$ cat config.mk
export PLATFORM = sky130hd
export DESIGN_NAME = string_bucket_hash_core
export DESIGN_NICKNAME = d
export VERILOG_FILES = /design/src/sbh_pkg.sv /design/src/sbh_ctrl.sv /design/src/sbh_datapath.sv /design/src/string_bucket_hash_core.sv
export SDC_FILE = /design/constraint.sdc
export NUM_CORES = 1
export LEC_CHECK = 0
export BUFFER_PORTS_ARGS = -buffer_cell sky130_fd_sc_hd__buf_2
export CAP_MARGIN = 20
export CORE_MARGIN = 5
export CORE_UTILIZATION = 25
export DETAILED_ROUTE_END_ITERATION = 7
export PLACE_DENSITY = 0.42
export SKIP_CTS_REPAIR_TIMING = 1
export SYNTH_ARGS = -nofsm -noshare
export SYNTH_HDL_FRONTEND = slang
export SYNTH_HIERARCHICAL = 1
export SYNTH_SLANG_ARGS = --single-unit
$ cat constraint.sdc
create_clock -name i_clk -period 3.95 [get_ports i_clk]
set_clock_uncertainty 0.15 [all_clocks]
set_input_delay 0.5925 -clock i_clk [delete_from_list [all_inputs] [get_ports i_clk]]
set_output_delay 0.5925 -clock i_clk [all_outputs]
set_load 0.05 [all_outputs]
$ cat src/sbh_pkg.sv
`default_nettype none

package sbh_pkg;

    localparam int KEY_W     = 8;
    localparam int BUCKET_W  = 16;
    localparam int TSIZE_W   = 17;
    localparam int HASH_W    = 32;
    localparam int WBUF_W    = 24;

    localparam logic [TSIZE_W-1:0] TSIZE_RESET = 17'd1024;

    localparam int FOLD_SHIFT  = 3;
    localparam int MIX_SHIFT_A = 11;
    localparam int MIX_SHIFT_B = 13;
    localparam int MIX_SHIFT_C = 23;

    // One quotient bit per division step.
    localparam int DIV_STEPS  = HASH_W;
    localparam int STEP_W     = $clog2(DIV_STEPS);

    typedef enum logic [1:0] {
        ST_IDLE,
        ST_MIX,
        ST_DIV,
        ST_PUSH
    } t_state;

    typedef struct packed {
        logic take_byte;
        logic take_empty;
        logic mix;
        logic div_step;
        logic load_out;
    } t_dp_cmd;

    typedef struct packed {
        logic div_done;
    } t_dp_status;

endpackage

`default_nettype wire

$ cat src/sbh_ctrl.sv
`default_nettype none

module sbh_ctrl (
    input  wire                  i_clk,
    input  wire                  i_rst_n,
    input  wire                  i_in_valid,
    input  wire                  i_in_last,
    input  wire                  i_in_empty,
    output logic                 o_in_ready,
    input  wire                  i_out_ready,
    output logic                 o_out_valid,
    output sbh_pkg::t_dp_cmd     o_cmd,
    input  sbh_pkg::t_dp_status  i_status
);
    import sbh_pkg::*;

    t_state r_state;
    t_state n_state;
    logic   r_out_valid;
    logic   n_out_valid;
    logic   accept;

    always_ff @(posedge i_clk) begin
        if (!i_rst_n) begin
            r_state     <= ST_IDLE;
            r_out_valid <= 1'b0;
        end else begin
            r_state     <= n_state;
            r_out_valid <= n_out_valid;
        end
    end

    always_comb begin
        n_state    = r_state;
        o_cmd      = '0;
        o_in_ready = 1'b0;
        accept     = 1'b0;
        case (r_state)
            ST_IDLE: begin
                o_in_ready = 1'b1;
                accept     = i_in_valid;
                if (accept) begin
                    if (i_in_empty) begin
                        o_cmd.take_empty = 1'b1;
                        n_state          = ST_PUSH;
                    end else begin
                        o_cmd.take_byte = 1'b1;
                        if (i_in_last) begin
                            n_state = ST_MIX;
                        end
                    end
                end
            end
            ST_MIX: begin
                o_cmd.mix = 1'b1;
                n_state   = ST_DIV;
            end
            ST_DIV: begin
                o_cmd.div_step = 1'b1;
                if (i_status.div_done) begin
                    n_state = ST_PUSH;
                end
            end
            ST_PUSH: begin
                if (!r_out_valid || i_out_ready) begin
                    o_cmd.load_out = 1'b1;
                    n_state        = ST_IDLE;
                end
            end
            default: begin
                n_state = ST_IDLE;
            end
        endcase

        if (o_cmd.load_out) begin
            n_out_valid = 1'b1;
        end else if (i_out_ready) begin
            n_out_valid = 1'b0;
        end else begin
            n_out_valid = r_out_valid;
        end
    end

    assign o_out_valid = r_out_valid;

endmodule

`default_nettype wire

$ cat src/sbh_datapath.sv
`default_nettype none

module sbh_datapath #(
    parameter int INDEX_BITS = 16
) (
    input  wire                               i_clk,
    input  wire                               i_rst_n,
    input  wire                               i_cfg_wr_en,
    input  wire  [sbh_pkg::TSIZE_W-1:0]       i_cfg_wr_data,
    input  wire  [sbh_pkg::KEY_W-1:0]         i_key_byte,
    input  wire                               i_last_byte,
    input  sbh_pkg::t_dp_cmd                  i_cmd,
    output sbh_pkg::t_dp_status               o_status,
    output logic [sbh_pkg::BUCKET_W-1:0]      o_bucket
);
    import sbh_pkg::*;

    localparam int MaskBits = (INDEX_BITS < BUCKET_W) ? INDEX_BITS : BUCKET_W;
    localparam logic [BUCKET_W-1:0] IndexMask = BUCKET_W'((33'd1 << MaskBits) - 33'd1);

    logic [TSIZE_W-1:0]  r_table_size;
    logic [HASH_W-1:0]   r_acc;
    logic [WBUF_W-1:0]   r_wbuf;
    logic [1:0]          r_cnt;
    logic [HASH_W-1:0]   r_dividend;
    logic [TSIZE_W-1:0]  r_rem;
    logic [STEP_W-1:0]   r_step;
    logic [BUCKET_W-1:0] r_bucket;

    logic [HASH_W-1:0]   word_v;
    logic [HASH_W-1:0]   fold_sum;
    logic [HASH_W-1:0]   mixed;
    logic [TSIZE_W:0]    trial;
    logic [TSIZE_W:0]    divisor;
    logic [TSIZE_W-1:0]  n_rem;

    // Pending bytes shift up as a new byte enters at the bottom; a partly
    // filled word is therefore already right-aligned when the key ends.
    assign word_v   = {r_wbuf, i_key_byte};
    assign fold_sum = r_acc + (word_v ^ (word_v >> FOLD_SHIFT));
    assign mixed    = (r_dividend + (r_dividend >> MIX_SHIFT_A))
                    + ((r_dividend >> MIX_SHIFT_B) + (r_dividend >> MIX_SHIFT_C));

    // Restoring division, one remainder bit per step.
    assign divisor = {1'b0, r_table_size};
    assign trial   = {r_rem, r_dividend[HASH_W-1]};
    always_comb begin
        if (trial >= divisor) begin
            n_rem = TSIZE_W'(trial - divisor);
        end else begin
            n_rem = trial[TSIZE_W-1:0];
        end
    end

    always_ff @(posedge i_clk) begin
        if (!i_rst_n) begin
            r_table_size <= TSIZE_RESET;
            r_acc        <= '0;
            r_wbuf       <= '0;
            r_cnt        <= '0;
        end else begin
            if (i_cfg_wr_en) begin
                r_table_size <= i_cfg_wr_data;
            end
            if (i_cmd.take_empty || (i_cmd.take_byte && i_last_byte)) begin
                r_acc  <= '0;
                r_wbuf <= '0;
                r_cnt  <= '0;
            end else if (i_cmd.take_byte) begin
                if (r_cnt == 2'd3) begin
                    r_acc  <= fold_sum;
                    r_wbuf <= '0;
                    r_cnt  <= '0;
                end else begin
                    r_wbuf <= word_v[WBUF_W-1:0];
                    r_cnt  <= r_cnt + 2'd1;
                end
            end
        end
    end

    // With a full word the fold goes into the accumulator and the leftover is
    // zero, otherwise the partial word is folded; either way the final sum is
    // the accumulator plus the fold of the current word.
    always_ff @(posedge i_clk) begin
        if (i_cmd.take_byte && i_last_byte) begin
            r_dividend <= fold_sum;
        end else if (i_cmd.mix) begin
            r_dividend <= mixed;
        end else if (i_cmd.div_step) begin
            r_dividend <= {r_dividend[HASH_W-2:0], 1'b0};
        end
        if (i_cmd.take_empty || i_cmd.mix) begin
            r_rem <= '0;
        end else if (i_cmd.div_step) begin
            r_rem <= n_rem;
        end
        if (i_cmd.mix) begin
            r_step <= '0;
        end else if (i_cmd.div_step) begin
            r_step <= r_step + STEP_W'(1);
        end
        if (i_cmd.load_out) begin
            if (r_table_size == '0) begin
                r_bucket <= '0;
            end else begin
                r_bucket <= r_rem[BUCKET_W-1:0] & IndexMask;
            end
        end
    end

    assign o_status.div_done = (r_step == STEP_W'(DIV_STEPS - 1));
    assign o_bucket          = r_bucket;

endmodule

`default_nettype wire

$ cat src/string_bucket_hash_core.sv
// Sequence: a last key byte gives its bucket after the mix state, the division steps in ST_DIV
// and the output load; an empty key goes straight to the output load and gives bucket 0.
// Throughput: one key byte per cycle while idle; a key end closes the input through the serial
// divider and output load, an empty key through the output load, plus any stalled-word drain.
// Reset (i_rst_n, synchronous, active low) clears the partial key, empties the output
// register and sets the table size to 1024 buckets.
`default_nettype none

module string_bucket_hash_core #(
    parameter int INDEX_BITS = 16
) (
    input  wire                               i_clk,
    input  wire                               i_rst_n,
    // Table size register.
    input  wire                               i_cfg_wr_en,
    input  wire  [sbh_pkg::TSIZE_W-1:0]       i_cfg_wr_data,
    // Key byte stream.
    input  wire                               s_axis_tvalid,
    output logic                              s_axis_tready,
    input  wire  [7:0]                        s_axis_tdata,  // [7:0] key_byte
    input  wire                               s_axis_tlast,  // last_byte
    input  wire  [0:0]                        s_axis_tuser,  // [0] empty_key
    // Bucket stream.
    output logic                              m_axis_tvalid,
    input  wire                               m_axis_tready,
    output logic [15:0]                       m_axis_tdata   // [15:0] bucket
);
    import sbh_pkg::*;

    // The controller sequences each key: bytes are taken one per cycle while
    // idle, and the marked last byte starts the mix and the bit-serial
    // remainder. The datapath holds the word packer, the accumulator, the
    // divider and the output word register.
    t_dp_cmd    dp_cmd;
    t_dp_status dp_status;

    sbh_ctrl u_ctrl (
        .i_clk       (i_clk),
        .i_rst_n     (i_rst_n),
        .i_in_valid  (s_axis_tvalid),
        .i_in_last   (s_axis_tlast),
        .i_in_empty  (s_axis_tuser[0]),
        .o_in_ready  (s_axis_tready),
        .i_out_ready (m_axis_tready),
        .o_out_valid (m_axis_tvalid),
        .o_cmd       (dp_cmd),
        .i_status    (dp_status)
    );

    // Key bytes may keep flowing while a finished bucket word waits in the
    // output register; only a key end waits for that register to drain.
    sbh_datapath #(
        .INDEX_BITS (INDEX_BITS)
    ) u_datapath (
        .i_clk         (i_clk),
        .i_rst_n       (i_rst_n),
        .i_cfg_wr_en   (i_cfg_wr_en),
        .i_cfg_wr_data (i_cfg_wr_data),
        .i_key_byte    (s_axis_tdata),
        .i_last_byte   (s_axis_tlast),
        .i_cmd         (dp_cmd),
        .o_status      (dp_status),
        .o_bucket      (m_axis_tdata)
    );

endmodule

`default_nettype wire

# --- Word level (Yosys, flattened, before mapping) ---
# Index checks and enable logic that the tools add are counted.
totals:
  n_memories: 0
  latch_bits: 0
  wordCells: 64
  ram_bits: 0
  out_inout_bits: 18
  input_bits: 32
  mem_bits_ro: 0
  regBits: 148
op_classes:
  n_mux: 23
  n_mul: 0
  n_addsub: 7
  n_div: 0
  shift: 0
  reduce_logical: 12
  n_eq_ne: 9
  bitwise_logic: 2
  order_cmp: 1
op_table:
  columns: ["cell", "count"]
  rows:
  - ["$mux W32", 3]
  - ["$add A32 B32 Y32", 2]
  - ["$add A32 B21 Y32", 1]
  - ["$xor A32 B29 Y32", 1]
  - ["$mux W24", 1]
  - ["$add A19 B9 Y20", 1]
  - ["$ge A18 B17 Y1", 1]
  - ["$logic_not A17 Y1", 1]
  - ["$mux W17", 1]
  - ["$sub A17 B17 Y17", 1]
  - ["$mux W2", 8]
  - ["$mux W1", 9]
  - ["$pmux W2 S4", 1]
  - ["$eq A2 B2 Y1 const B", 3]
  - ["$add A5 B1 Y5 const B", 1]
  - ["$eq A5 B5 Y1 const B", 1]
  - ["$ne A2 B2 Y1 const B", 2]
  - ["$reduce_and A4 Y1", 1]
  - ["$logic_or A1 B1 Y1", 3]
  - ["$ne A3 B3 Y1 const B", 1]
  - ["$reduce_bool A3 Y1", 1]
  - ["$add A2 B1 Y2 const B", 1]
  - ["$eq A2 B1 Y1 const B", 1]
  - ["$logic_not A2 Y1", 1]
  - ["other kinds (7)", 7]

# --- Depth between registers and ports, before layout ---
# Gate-level depths: netlist of run 1.
logic_depth:
  ltp_word: 6
  depth_mapped: 16
  depth_no_buf: 16

# --- Modules after synthesis ---
# The synthesis of run 1 kept the hierarchy.
modules_own_cells:
  columns: ["module", "cells_per_inst", "seq_area_each_um2", "instances", "area_each_um2"]
  rows:
  - ["sbh_datapath", 1282, 3383.2, 1, 10934.2]
  - ["sbh_ctrl", 26, 60.1, 1, 230.2]

# --- Least setup slack after synthesis of run 1 ---
# Ideal clock, no wire load.
synth_timing:
  path_kind: "register -> register"
  startpoint: "register u_datapath.r_dividend[14]"
  endpoint: "register u_datapath.r_dividend[31], data pin"
  t_required_ns: 3.527
  n_path_buf: 0
  setup_time_ns: 0.273
  period_less_slack_ns: 4.045
  arrival_time_ns: 3.623
  stages_incl_launch_ff: 17
  setup_slack_ns: -0.095
  cell_sequence: "edfxtp_1 > inv_1 > fa_1 > fa_1 > inv_1 > ha_1 > inv_1 > fa_1 > nor2b_4 > o31a_1 > o41a_1 > o2111ai_2 > nand2_2 > o41ai_4 > o2111ai_1 > o41ai_1 > a211oi_2"
synth_via:
  elab_chain_cells: 4
  elab_cells_between_ends: 5
  cone_classes: "add/sub: 3; mux: 2"
synth_rtl:
  columns: ["item", "line", "source"]
  rows:
  - ["from (decl)", "sbh_datapath.sv:25", "logic [HASH_W-1:0] r_dividend;"]
  - ["from (signal assigned)", "sbh_datapath.sv:87", "r_dividend <= fold_sum;"]
  - ["from (signal assigned)", "sbh_datapath.sv:89", "r_dividend <= mixed;"]
  - ["from (signal assigned)", "sbh_datapath.sv:91", "r_dividend <= {r_dividend[HASH_W-2:0], 1'b0};"]
  - ["$add A32 B21 Y32 / $add A19 B9 Y20 (equally long branches)", "sbh_datapath.sv:41, sbh_datapath.sv:42", null]
  - ["$add A32 B32 Y32 (*)", "sbh_datapath.sv:42", "+ ((r_dividend >> MIX_SHIFT_B) + (r_dividend >> MIX_SHIFT_C));"]
  - ["$mux W32 (*)", "sbh_datapath.sv:88", "end else if (i_cmd.mix) begin"]
  - ["$mux W32 (*)", "sbh_datapath.sv:86", "if (i_cmd.take_byte && i_last_byte) begin"]
# Every way passes the cells marked *; elsewhere a longest branch is shown, timed or not.
# A chain may end at the register's enable or synchronous reset.

# --- Worst setup path in the final report of run 1 ---
# Same ends and word-level chain as after synthesis.

==> impl_metrics.env, run 1 <==
export IMPL_min_path_type="primary input to register"
export IMPL_synth_ff_type="dfxtp_1"
export IMPL_worst_path_dominant_cell_family="compound AO/OA/AOI/OAI gates"
export IMPL_routed_top_layer="met4"
export IMPL_cp_slowest_stage_delay_ns=0.49
export IMPL_synthArstFlopShare_pct=0
export IMPL_crit_path_start_kind="register"
export IMPL_first_pass_iters=5
export IMPL_die_y_um=221
export IMPL_cts_buffers=17
export IMPL_nets=1575
export IMPL_grt_max_degree=53
export IMPL_synth_seq_cells=148
export IMPL_path_class="register to register"
export IMPL_path_buf_inv=4
export IMPL_setup_viol=12
export IMPL_post_route_drc_count=0
export IMPL_ys_seq_area_share_pct=30.8
export IMPL_htree_num_levels=4
export IMPL_status="complete, but fails checks"
export IMPL_cts_tree="yes"
export IMPL_critPathMaxFanout=3
export IMPL_num_antenna_cells=0
export IMPL_met1Wirelength_um=15900
export IMPL_ctsRootBufferMaster="clkbuf_16"
export IMPL_wl_per_cell_um=16.3
export IMPL_met2_length_um=15700
export IMPL_critPathArrivalTime_ns=4.31
export IMPL_cts_sinks=148
export IMPL_syn_area_um2=11200
export IMPL_syn_inst=1308
export IMPL_synth_common_cells="144 x a21oi_1, 108 x nand2_1, 104 x inv_1"
export IMPL_ant_nets=0
export IMPL_io_pin_count=50
export IMPL_grt_pass1_wl_um=51300
export IMPL_grt_ovfl_total=0
export IMPL_synth_largest_area_cell="dfxtp_1"
export IMPL_coreArea_um2=44200
export IMPL_timing_final_crit_share_pct=109
export IMPL_dp_slack_ns=-0.281
export IMPL_max_cap_violations=0
export IMPL_grt_pass1_vias=9288
export IMPL_r2r_slack_ns=-0.34
export IMPL_clkLatencyLatePin_ns=0.44
export IMPL_die_x_um=221
export IMPL_finalMaxSlewViolations=0
export IMPL_placed_cells=1980
export IMPL_synth_top_cells_by_area="dfxtp_1 18%, edfxtp_1 13%, ha_1 10%"
export IMPL_port_buffers=49
export IMPL_yosysWarnings=6
export IMPL_rows=77
export IMPL_violations="setup timing"
export IMPL_die_area_um2=49000
export IMPL_start_util_pct=25.2
export IMPL_antenna_found_initial=0
export IMPL_worstMarginPinSlew_ns=0.628
export IMPL_viasPerCell=4.67
export IMPL_dpl_hpwl_um=25100
export IMPL_postRouteWirelength_um=32900
export IMPL_yosys_area_top_type_share_pct=17.9
export IMPL_finalCriticalPeriod_ns=4.29
export IMPL_synth_edf_count=48
export IMPL_slowest_stage="fa_1"
export IMPL_path_clk_slew_ns=0.06
export IMPL_path_cells="inv_2, fa_1, fa_1, inv_1, ha_2, inv_2, fa_2, nor2b_4, o31a_1, o41a_1, o2111ai_2, nand2_2, o41ai_4, buf_4, o2111ai_2, o41ai_2, a211oi_2"
export IMPL_synth_cell_types=65
export IMPL_synth_avg_cell_area_um2=8.54
export IMPL_area_growth_pct=21.7
export IMPL_dr_wl_met3_um=947
export IMPL_stdcell_count=2025
export IMPL_crit_required_ns=3.97
export IMPL_rsz0062_at_grt="yes"
export IMPL_yosysMostFrequentCell="a21oi_1"
export IMPL_clockBufferDepth=2
export IMPL_vias=9455
export IMPL_hold_viol=0
export IMPL_track_usage_pct=12.9
export IMPL_syn_num_nets=1463
export IMPL_fmax_mhz=233
export IMPL_drive_above_1_share_pct=17.8
export IMPL_dr_first_iter_drc_count=472
export IMPL_finalWeightedCongestion=0.810
export IMPL_setup_slack_ns=-0.341
export IMPL_relSlewSlack_pct=58.2
export IMPL_critPathCaptureType="register"
## logic make-up (layout without fill, tap and decap cells)
logic type | Yosys count | after routing | share of synthesized area (%)
compound gates | 362 | 362 | 20.1
xor+xnor | 91 | 91 | 7.14
fa+ha+maj | 123 | 123 | 15.8
buf+inv | 160 | 285 | 5.46
flops | 148 | 148 | 30.8
mux | 37 | 37 | 3.33
simple gates | 387 | 387 | 17.4
## layer usage
layer / track usage (%) / up-vias
met4: 2.68 / 0
met2: 22.0 / 127
met1: 17.3 / 4481
met3: 2.37 / 21
met5: 0 / -
li1: - / 4826
## worst reg2reg max path, cell delays in order (launching register included)
cell and delay [ns]:
edfxtp_1 0.39, inv_2 0.10, fa_1 0.44, fa_1 0.49
inv_1 0.04, ha_2 0.18, inv_2 0.06, fa_2 0.22
nor2b_4 0.05, o31a_1 0.25, o41a_1 0.43, o2111ai_2 0.26
nand2_2 0.10, o41ai_4 0.42, buf_4 0.18, o2111ai_2 0.10
o41ai_2 0.09, a211oi_2 0.07
## final timing paths
check / end / cells after the start / start
worst max register to register: u_datapath/r_dividend[31] / 17 / u_datapath/r_dividend[14]
worst max-delay path: u_datapath/r_dividend[31] / 17 / u_datapath/r_dividend[14]
worst min-delay path: u_datapath/r_table_size[10] / 3 / i_cfg_wr_data[10]
worst min register to register: u_datapath/r_acc[11] / 2 / u_datapath/r_acc[11]
## state kept, by name, indices dropped and copies added (netlist names)
name / count
u_ctrl/o_out_valid: 1
u_ctrl/r_state: 2
u_datapath/o_bucket: 16
u_datapath/r_acc: 32
u_datapath/r_cnt: 2
u_datapath/r_dividend: 32
u_datapath/r_rem: 17
u_datapath/r_step: 5
u_datapath/r_table_size: 17
u_datapath/r_wbuf: 24
## layout by cell type, fill, tap and decap left out, types with 9 or more instances in the layout
cell type,Yosys,layout
a211oi_1,16,14
a21o_1,29,29
a21oi_1,144,133
a21oi_2,0,9
and3_1,11,11
buf_2,1,49
buf_4,2,96
clkbuf_16,0,17
dfxtp_1,100,100
edfxtp_1,48,48
fa_1,30,29
ha_1,93,86
inv_1,104,89
inv_2,0,13
mux2i_1,36,36
nand2_1,108,108
nand2b_1,28,28
nand3_1,19,18
nand3b_1,28,28
nand4_1,16,16
nor2_1,92,89
nor2b_1,40,38
nor3_1,12,11
o21a_1,15,15
o21ai_0,80,72
o21bai_1,12,12
xnor2_1,44,42
xor2_1,47,47
## per-stage QoR
stage               utilization (%)  instance area, um2  TNS, ns  hold slack [ns]
finish                         30.7               13600    -1.99            0.240
global route                   30.7               13600    -4.43            0.253
CTS                            29.8               13200    -4.02            0.211
detailed placement             28.5               12600    -3.54            0.300
global placement               28.5               12600    -3.14            0.295
floorplan                         -               11200        0            0.286
## layout make-up
| type | instances | area, um2 |
|---|---|---|
| Clock buffer | 21 | 450 |
| Clock inverter | 11 | 128 |
| Fill cell | 4766 | 30600 |
| Inverter | 104 | 398 |
| Multi-Input combinational cell | 1000 | 7400 |
| Sequential cell | 148 | 3440 |
| Tap cell | 592 | 741 |
| Timing Repair Buffer | 149 | 1020 |
Power of run 1 is left out: the tool's default activity adds up to more than one toggle a clock period on the data nets, which glitch-free logic cannot reach.
==> run 2, diff against run 1 <==
--- a/config.mk
+++ b/config.mk
@@ -14,5 +14,4 @@
 export SKIP_CTS_REPAIR_TIMING = 1
 export SYNTH_ARGS = -nofsm -noshare
 export SYNTH_HDL_FRONTEND = slang
-export SYNTH_HIERARCHICAL = 1
 export SYNTH_SLANG_ARGS = --single-unit
==> impl_metrics.env, run 2 <==
export IMPL_clkLatencyLatePin_ns=0.45
export IMPL_synthArstFlopShare_pct=0
export IMPL_vias=9152
export IMPL_worst_path_most_repeated_cell="a21o_1"
export IMPL_dr_first_iter_drc_count=582
export IMPL_grt_pass1_vias=9006
export IMPL_syn_inst=1258
export IMPL_path_cells="ha_2, buf_4, a21o_1, a21oi_2, o21bai_1, a21oi_2, o21ai_2, a21o_1, a21oi_4, buf_6, nor3_1, xnor2_1, fa_1, inv_1, ha_2, a21o_1, a21oi_2, o21ai_2, a211o_1, o221ai_4, nor2_2, mux2i_1, a211oi_1, a21o_1"
export IMPL_syn_area_um2=10800
export IMPL_setup_slack_ns=-0.969
export IMPL_max_cap_violations=0
export IMPL_viasPerCell=4.57
export IMPL_synth_top_cells_by_area="dfxtp_1 18%, edfxtp_1 13%, ha_1 9.9%"
export IMPL_synth_common_cells="118 x nand2_1, 106 x inv_1, 103 x a21oi_1"
export IMPL_area_growth_pct=26.7
export IMPL_timing_final_crit_share_pct=125
export IMPL_clockBufferDepth=2
export IMPL_critPathArrivalTime_ns=4.97
export IMPL_cts_tree="yes"
export IMPL_rows=76
export IMPL_start_util_pct=25.2
export IMPL_port_buffers=49
export IMPL_htree_num_levels=4
export IMPL_holdPathEnd="u_datapath.r_table_size[10]"
export IMPL_die_x_um=218
export IMPL_hold_depth=3
export IMPL_num_antenna_cells=0
export IMPL_fmax_mhz=203
export IMPL_grt_ovfl_total=0
export IMPL_grt_max_degree=38
export IMPL_yosysWarnings=0
export IMPL_relSlewSlack_pct=48.3
export IMPL_critPathCaptureType="register"
export IMPL_mostFrequentLayoutCells="127 x buf_4, 115 x nand2_1, 100 x dfxtp_1"
export IMPL_largestRegisters="u_datapath.r_acc (32), u_datapath.r_dividend (32), u_datapath.r_wbuf (24)"
export IMPL_mostFrequentLayoutCell="buf_4"
export IMPL_synth_edf_count=48
export IMPL_hold_viol=0
export IMPL_r2r_slack_ns=-0.97
export IMPL_synth_seq_cells=148
export IMPL_coreArea_um2=43000
export IMPL_synth_ff_type="dfxtp_1"
export IMPL_path_class="register to register"
export IMPL_ctsRootBufferMaster="clkbuf_16"
export IMPL_yosysMostFrequentCell="nand2_1"
export IMPL_nets=1546
export IMPL_nFillCells=4594
export IMPL_crit_required_ns=4.00
export IMPL_path_clk_slew_ns=0.06
export IMPL_reg2reg_to="u_datapath.r_dividend[25]"
export IMPL_ant_nets=0
export IMPL_ys_seq_area_share_pct=31.7
export IMPL_io_pin_count=50
export IMPL_first_pass_iters=5
export IMPL_met2_length_um=13800
export IMPL_postRouteWirelength_um=31000
export IMPL_violations="setup timing"
export IMPL_dr_wl_met3_um=761
export IMPL_met1Wirelength_um=15800
export IMPL_wl_per_cell_um=15.5
export IMPL_timing_rr_start="u_datapath.r_dividend[13]"
export IMPL_synth_avg_cell_area_um2=8.62
export IMPL_finalSetupTns_ns=-17.13
export IMPL_cp_slowest_stage_delay_ns=0.49
export IMPL_synth_cell_types=68
export IMPL_syn_num_nets=1400
export IMPL_post_route_drc_count=0
export IMPL_hold_start="i_cfg_wr_data[10]"
export IMPL_min_path_type="primary input to register"
export IMPL_synth_largest_area_cell="dfxtp_1"
export IMPL_cts_sinks=148
export IMPL_status="complete, but fails checks"
export IMPL_grt_pass1_wl_um=49300
export IMPL_drive_above_1_share_pct=22.0
export IMPL_dpl_hpwl_um=24300
export IMPL_crit_path_start_kind="register"
export IMPL_slowest_stage="fa_1"
export IMPL_rsz0062_at_grt="yes"
export IMPL_finalCriticalPeriod_ns=4.92
export IMPL_worstMarginPinSlew_ns=0.771
export IMPL_antenna_found_initial=0
export IMPL_finalWeightedCongestion=0.867
export IMPL_stdcell_count=2001
export IMPL_placed_cells=1959
export IMPL_cts_buffers=17
export IMPL_die_y_um=218
export IMPL_reg2regPathDepth=24
export IMPL_yosys_area_top_type_share_pct=18.5
export IMPL_track_usage_pct=12.9
export IMPL_critPathMaxFanout=6
export IMPL_routed_top_layer="met4"
export IMPL_dp_slack_ns=-1.01
export IMPL_setup_viol=24
export IMPL_finalMaxSlewViolations=0
export IMPL_die_area_um2=47700
==> run 2: layout make-up <==
cell class	count	area (um2)	share of cell area, %
Timing Repair Buffer	183	1280	9.29
Clock inverter	10	86.3	0.628
Tap cell	585	732	5.32
Multi-Input combinational cell	947	7360	53.6
Sequential cell	148	3440	25.1
Inverter	107	402	2.92
Clock buffer	21	440	3.20
==> run 2: how the worst max path moves through the flow <==
stage                                   start                   endpoint  cells past startpoint
CTS                 u_datapath.r_dividend[24]  u_datapath.r_dividend[30]                     22
finish              u_datapath.r_dividend[13]  u_datapath.r_dividend[25]                     24
global route        u_datapath.r_dividend[23]  u_datapath.r_dividend[18]                     23
floorplan           u_datapath.r_dividend[23]  u_datapath.r_dividend[30]                     23
global placement    u_datapath.r_dividend[24]  u_datapath.r_dividend[30]                     23
detailed placement  u_datapath.r_dividend[24]  u_datapath.r_dividend[30]                     22
==> run 2: cells by family (layout without fill, tap and decap cells) <==
| kind of cell | Yosys count | count (layout) | share of synthesized area [%] |
|---|---|---|---|
| xor+xnor | 109 | 109 | 8.80 |
| fa+ha+maj | 110 | 110 | 14.3 |
| simple gates | 327 | 327 | 13.8 |
| flops | 148 | 148 | 31.7 |
| compound gates | 353 | 353 | 21.2 |
| buf+inv | 163 | 321 | 5.66 |
| mux | 48 | 48 | 4.44 |
==> run 2: critical path: cells and delay by family (launching register included) <==
kind / cells / cell delay [ns]
AOI/OAI and AO/OA: 14 / 2.43
adders and majority gates: 3 / 0.89
DFF: 1 / 0.40
buffers and inverters: 3 / 0.32
muxes: 1 / 0.22
xor gates and xnor gates: 1 / 0.14
and+or+nand+nor: 2 / 0.13
==> run 2: metrics by stage <==
| stage | util [%] | area (um2) | hold WS [ns] |
|---|---|---|---|
| 3_3_place_gp | 29.7 | 12700 | 0.313 |
| 6_report | 32.0 | 13700 | 0.230 |
| 3_5_place_dp | 29.7 | 12700 | 0.312 |
| 4_1_cts | 30.9 | 13300 | 0.195 |
| 5_1_grt | 32.0 | 13700 | 0.203 |
| 2_1_floorplan | - | 11000 | 0.282 |
==> run 2: routing by layer <==
metal | track usage [%] | vias up
met4 | 3.58 | 0
met5 | 0 | -
met2 | 20.0 | 123
met3 | 2.42 | 28
li1 | - | 4722
met1 | 18.5 | 4279
Power of run 2 is left out for the same reason.
==> run 3, diff against run 2 <==
--- a/config.mk
+++ b/config.mk
@@ -8,9 +8,9 @@
 export BUFFER_PORTS_ARGS = -buffer_cell sky130_fd_sc_hd__buf_2
 export CAP_MARGIN = 20
 export CORE_MARGIN = 5
-export CORE_UTILIZATION = 25
+export CORE_UTILIZATION = 55
 export DETAILED_ROUTE_END_ITERATION = 7
-export PLACE_DENSITY = 0.42
+export PLACE_DENSITY = 0.76
 export SKIP_CTS_REPAIR_TIMING = 1
 export SYNTH_ARGS = -nofsm -noshare
 export SYNTH_HDL_FRONTEND = slang
==> impl_metrics.env, run 3 (synthesized netlist as in run 2, its figures left out) <==
export IMPL_finalMaxSlewViolations=0
export IMPL_clkLatencyLatePin_ns=0.43
export IMPL_critPathArrivalTime_ns=5.00
export IMPL_cts_sinks=148
export IMPL_vias=9450
export IMPL_grt_ovfl_total=0
export IMPL_timing_final_crit_share_pct=126
export IMPL_area_growth_pct=23.4
export IMPL_die_area_um2=22600
export IMPL_nFillCells=1531
export IMPL_ctsRootBufferMaster="clkbuf_16"
export IMPL_utilization_pct=68.8
export IMPL_multi_input_area_um2=7300
export IMPL_largestRegisters="u_datapath.r_acc (32), u_datapath.r_dividend (32), u_datapath.r_wbuf (24)"
export IMPL_dr_first_iter_drc_count=641
export IMPL_hold_viol=0
export IMPL_hold_slack_ns=0.258
export IMPL_rsz0062_at_grt="yes"
export IMPL_port_buffers=49
export IMPL_grt_pass1_vias=9024
export IMPL_path_clk_slew_ns=0.06
export IMPL_grt_pass1_wl_um=45100
export IMPL_path_class="register to register"
export IMPL_clockBufferDepth=2
export IMPL_drive_above_1_share_pct=21.0
export IMPL_start_util_pct=55.7
export IMPL_coreArea_um2=19500
export IMPL_finalWeightedCongestion=0.954
export IMPL_setup_viol=24
export IMPL_mostFrequentLayoutCell="buf_4"
export IMPL_htree_num_levels=4
export IMPL_cts_buffers=17
export IMPL_max_cap_violations=0
export IMPL_grt_max_degree=43
export IMPL_rows=51
export IMPL_violations="setup timing"
export IMPL_fmax_mhz=201
export IMPL_crit_required_ns=3.99
export IMPL_track_usage_pct=25.0
export IMPL_die_y_um=150
export IMPL_first_pass_iters=6
export IMPL_finalCriticalPeriod_ns=4.96
export IMPL_status="complete, but fails checks"
export IMPL_viasPerCell=5.64
export IMPL_postRouteWirelength_um=28100
export IMPL_worstMarginPinSlew_ns=0.752
export IMPL_antenna_found_initial=0
export IMPL_setup_slack_ns=-1.01
export IMPL_finalSetupTns_ns=-17.12
export IMPL_regArea_um2=3440
export IMPL_io_pin_count=50
export IMPL_dpl_hpwl_um=21500
export IMPL_post_route_drc_count=0
export IMPL_min_path_type="primary input to register"
export IMPL_crit_path_start_kind="register"
export IMPL_num_antenna_cells=0
export IMPL_critPathCaptureType="register"
export IMPL_die_x_um=150
export IMPL_critPathMaxFanout=5
export IMPL_mostFrequentLayoutCells="119 x buf_4, 116 x nand2_1, 100 x dfxtp_1"
export IMPL_wl_per_cell_um=16.8
export IMPL_nets=1540
export IMPL_relSlewSlack_pct=49.9
export IMPL_ant_nets=0
export IMPL_cts_tree="yes"
[run 3: worst paths after layout]
kind	from	to	slack [ns]	cells past startpoint
min reg2reg	u_datapath.r_acc[16]	u_datapath.r_acc[16]	0.34	1
max reg2reg	u_datapath.r_dividend[23]	u_datapath.r_dividend[30]	-1.01	22
min	i_cfg_wr_data[13]	u_datapath.r_table_size[13]	0.26	3
max	u_datapath.r_dividend[23]	u_datapath.r_dividend[30]	-1.01	22
[run 3: layout make-up]
cell class / instances / area share, %
multi-input combinational: 947 / 54.5
sequential: 148 / 25.7
timing repair buffer: 177 / 9.39
clock buffer: 23 / 3.98
inverter: 107 / 3.00
tap: 265 / 2.48
clock inverter: 9 / 0.925
[run 3: routing by layer]
layer | wire [um] | up-vias | global-route usage [%]
met5 | 0 | - | 0
met3 | 1430 | 54 | 3.52
met2 | 13100 | 268 | 39.8
met1 | 12800 | 4413 | 34.7
met4 | 774 | 0 | 8.97
li1 | - | 4715 | -
[run 3: through the flow]
stage | area, um2 | setup slack, ns | cells
finish | 13400 | -1.01 | 1676
global placement | 12300 | -0.860 | 1636
global route | 13400 | -1.30 | 1676
floorplan | 11000 | -0.740 | 1258
detailed placement | 12300 | -1.03 | 1636
CTS | 13000 | -1.03 | 1668
[run 3: critical path, cell delays in order, from the launching register on]
cell	delay [ns]
edfxtp_1	0.40
ha_2	0.22
fa_2	0.36
a21oi_2	0.12
nor2_1	0.04
nor2_1	0.12
o21bai_1	0.09
a21oi_2	0.17
o21bai_2	0.09
a21oi_1	0.16
xor2_1	0.11
fa_1	0.56
inv_2	0.05
ha_4	0.23
a21o_1	0.18
a221oi_2	0.36
o221ai_2	0.21
o2111ai_1	0.21
nand3b_1	0.27
a31o_2	0.29
o31ai_1	0.06
a211oi_1	0.12
a21o_1	0.17
Power of run 3 is left out for the same reason.
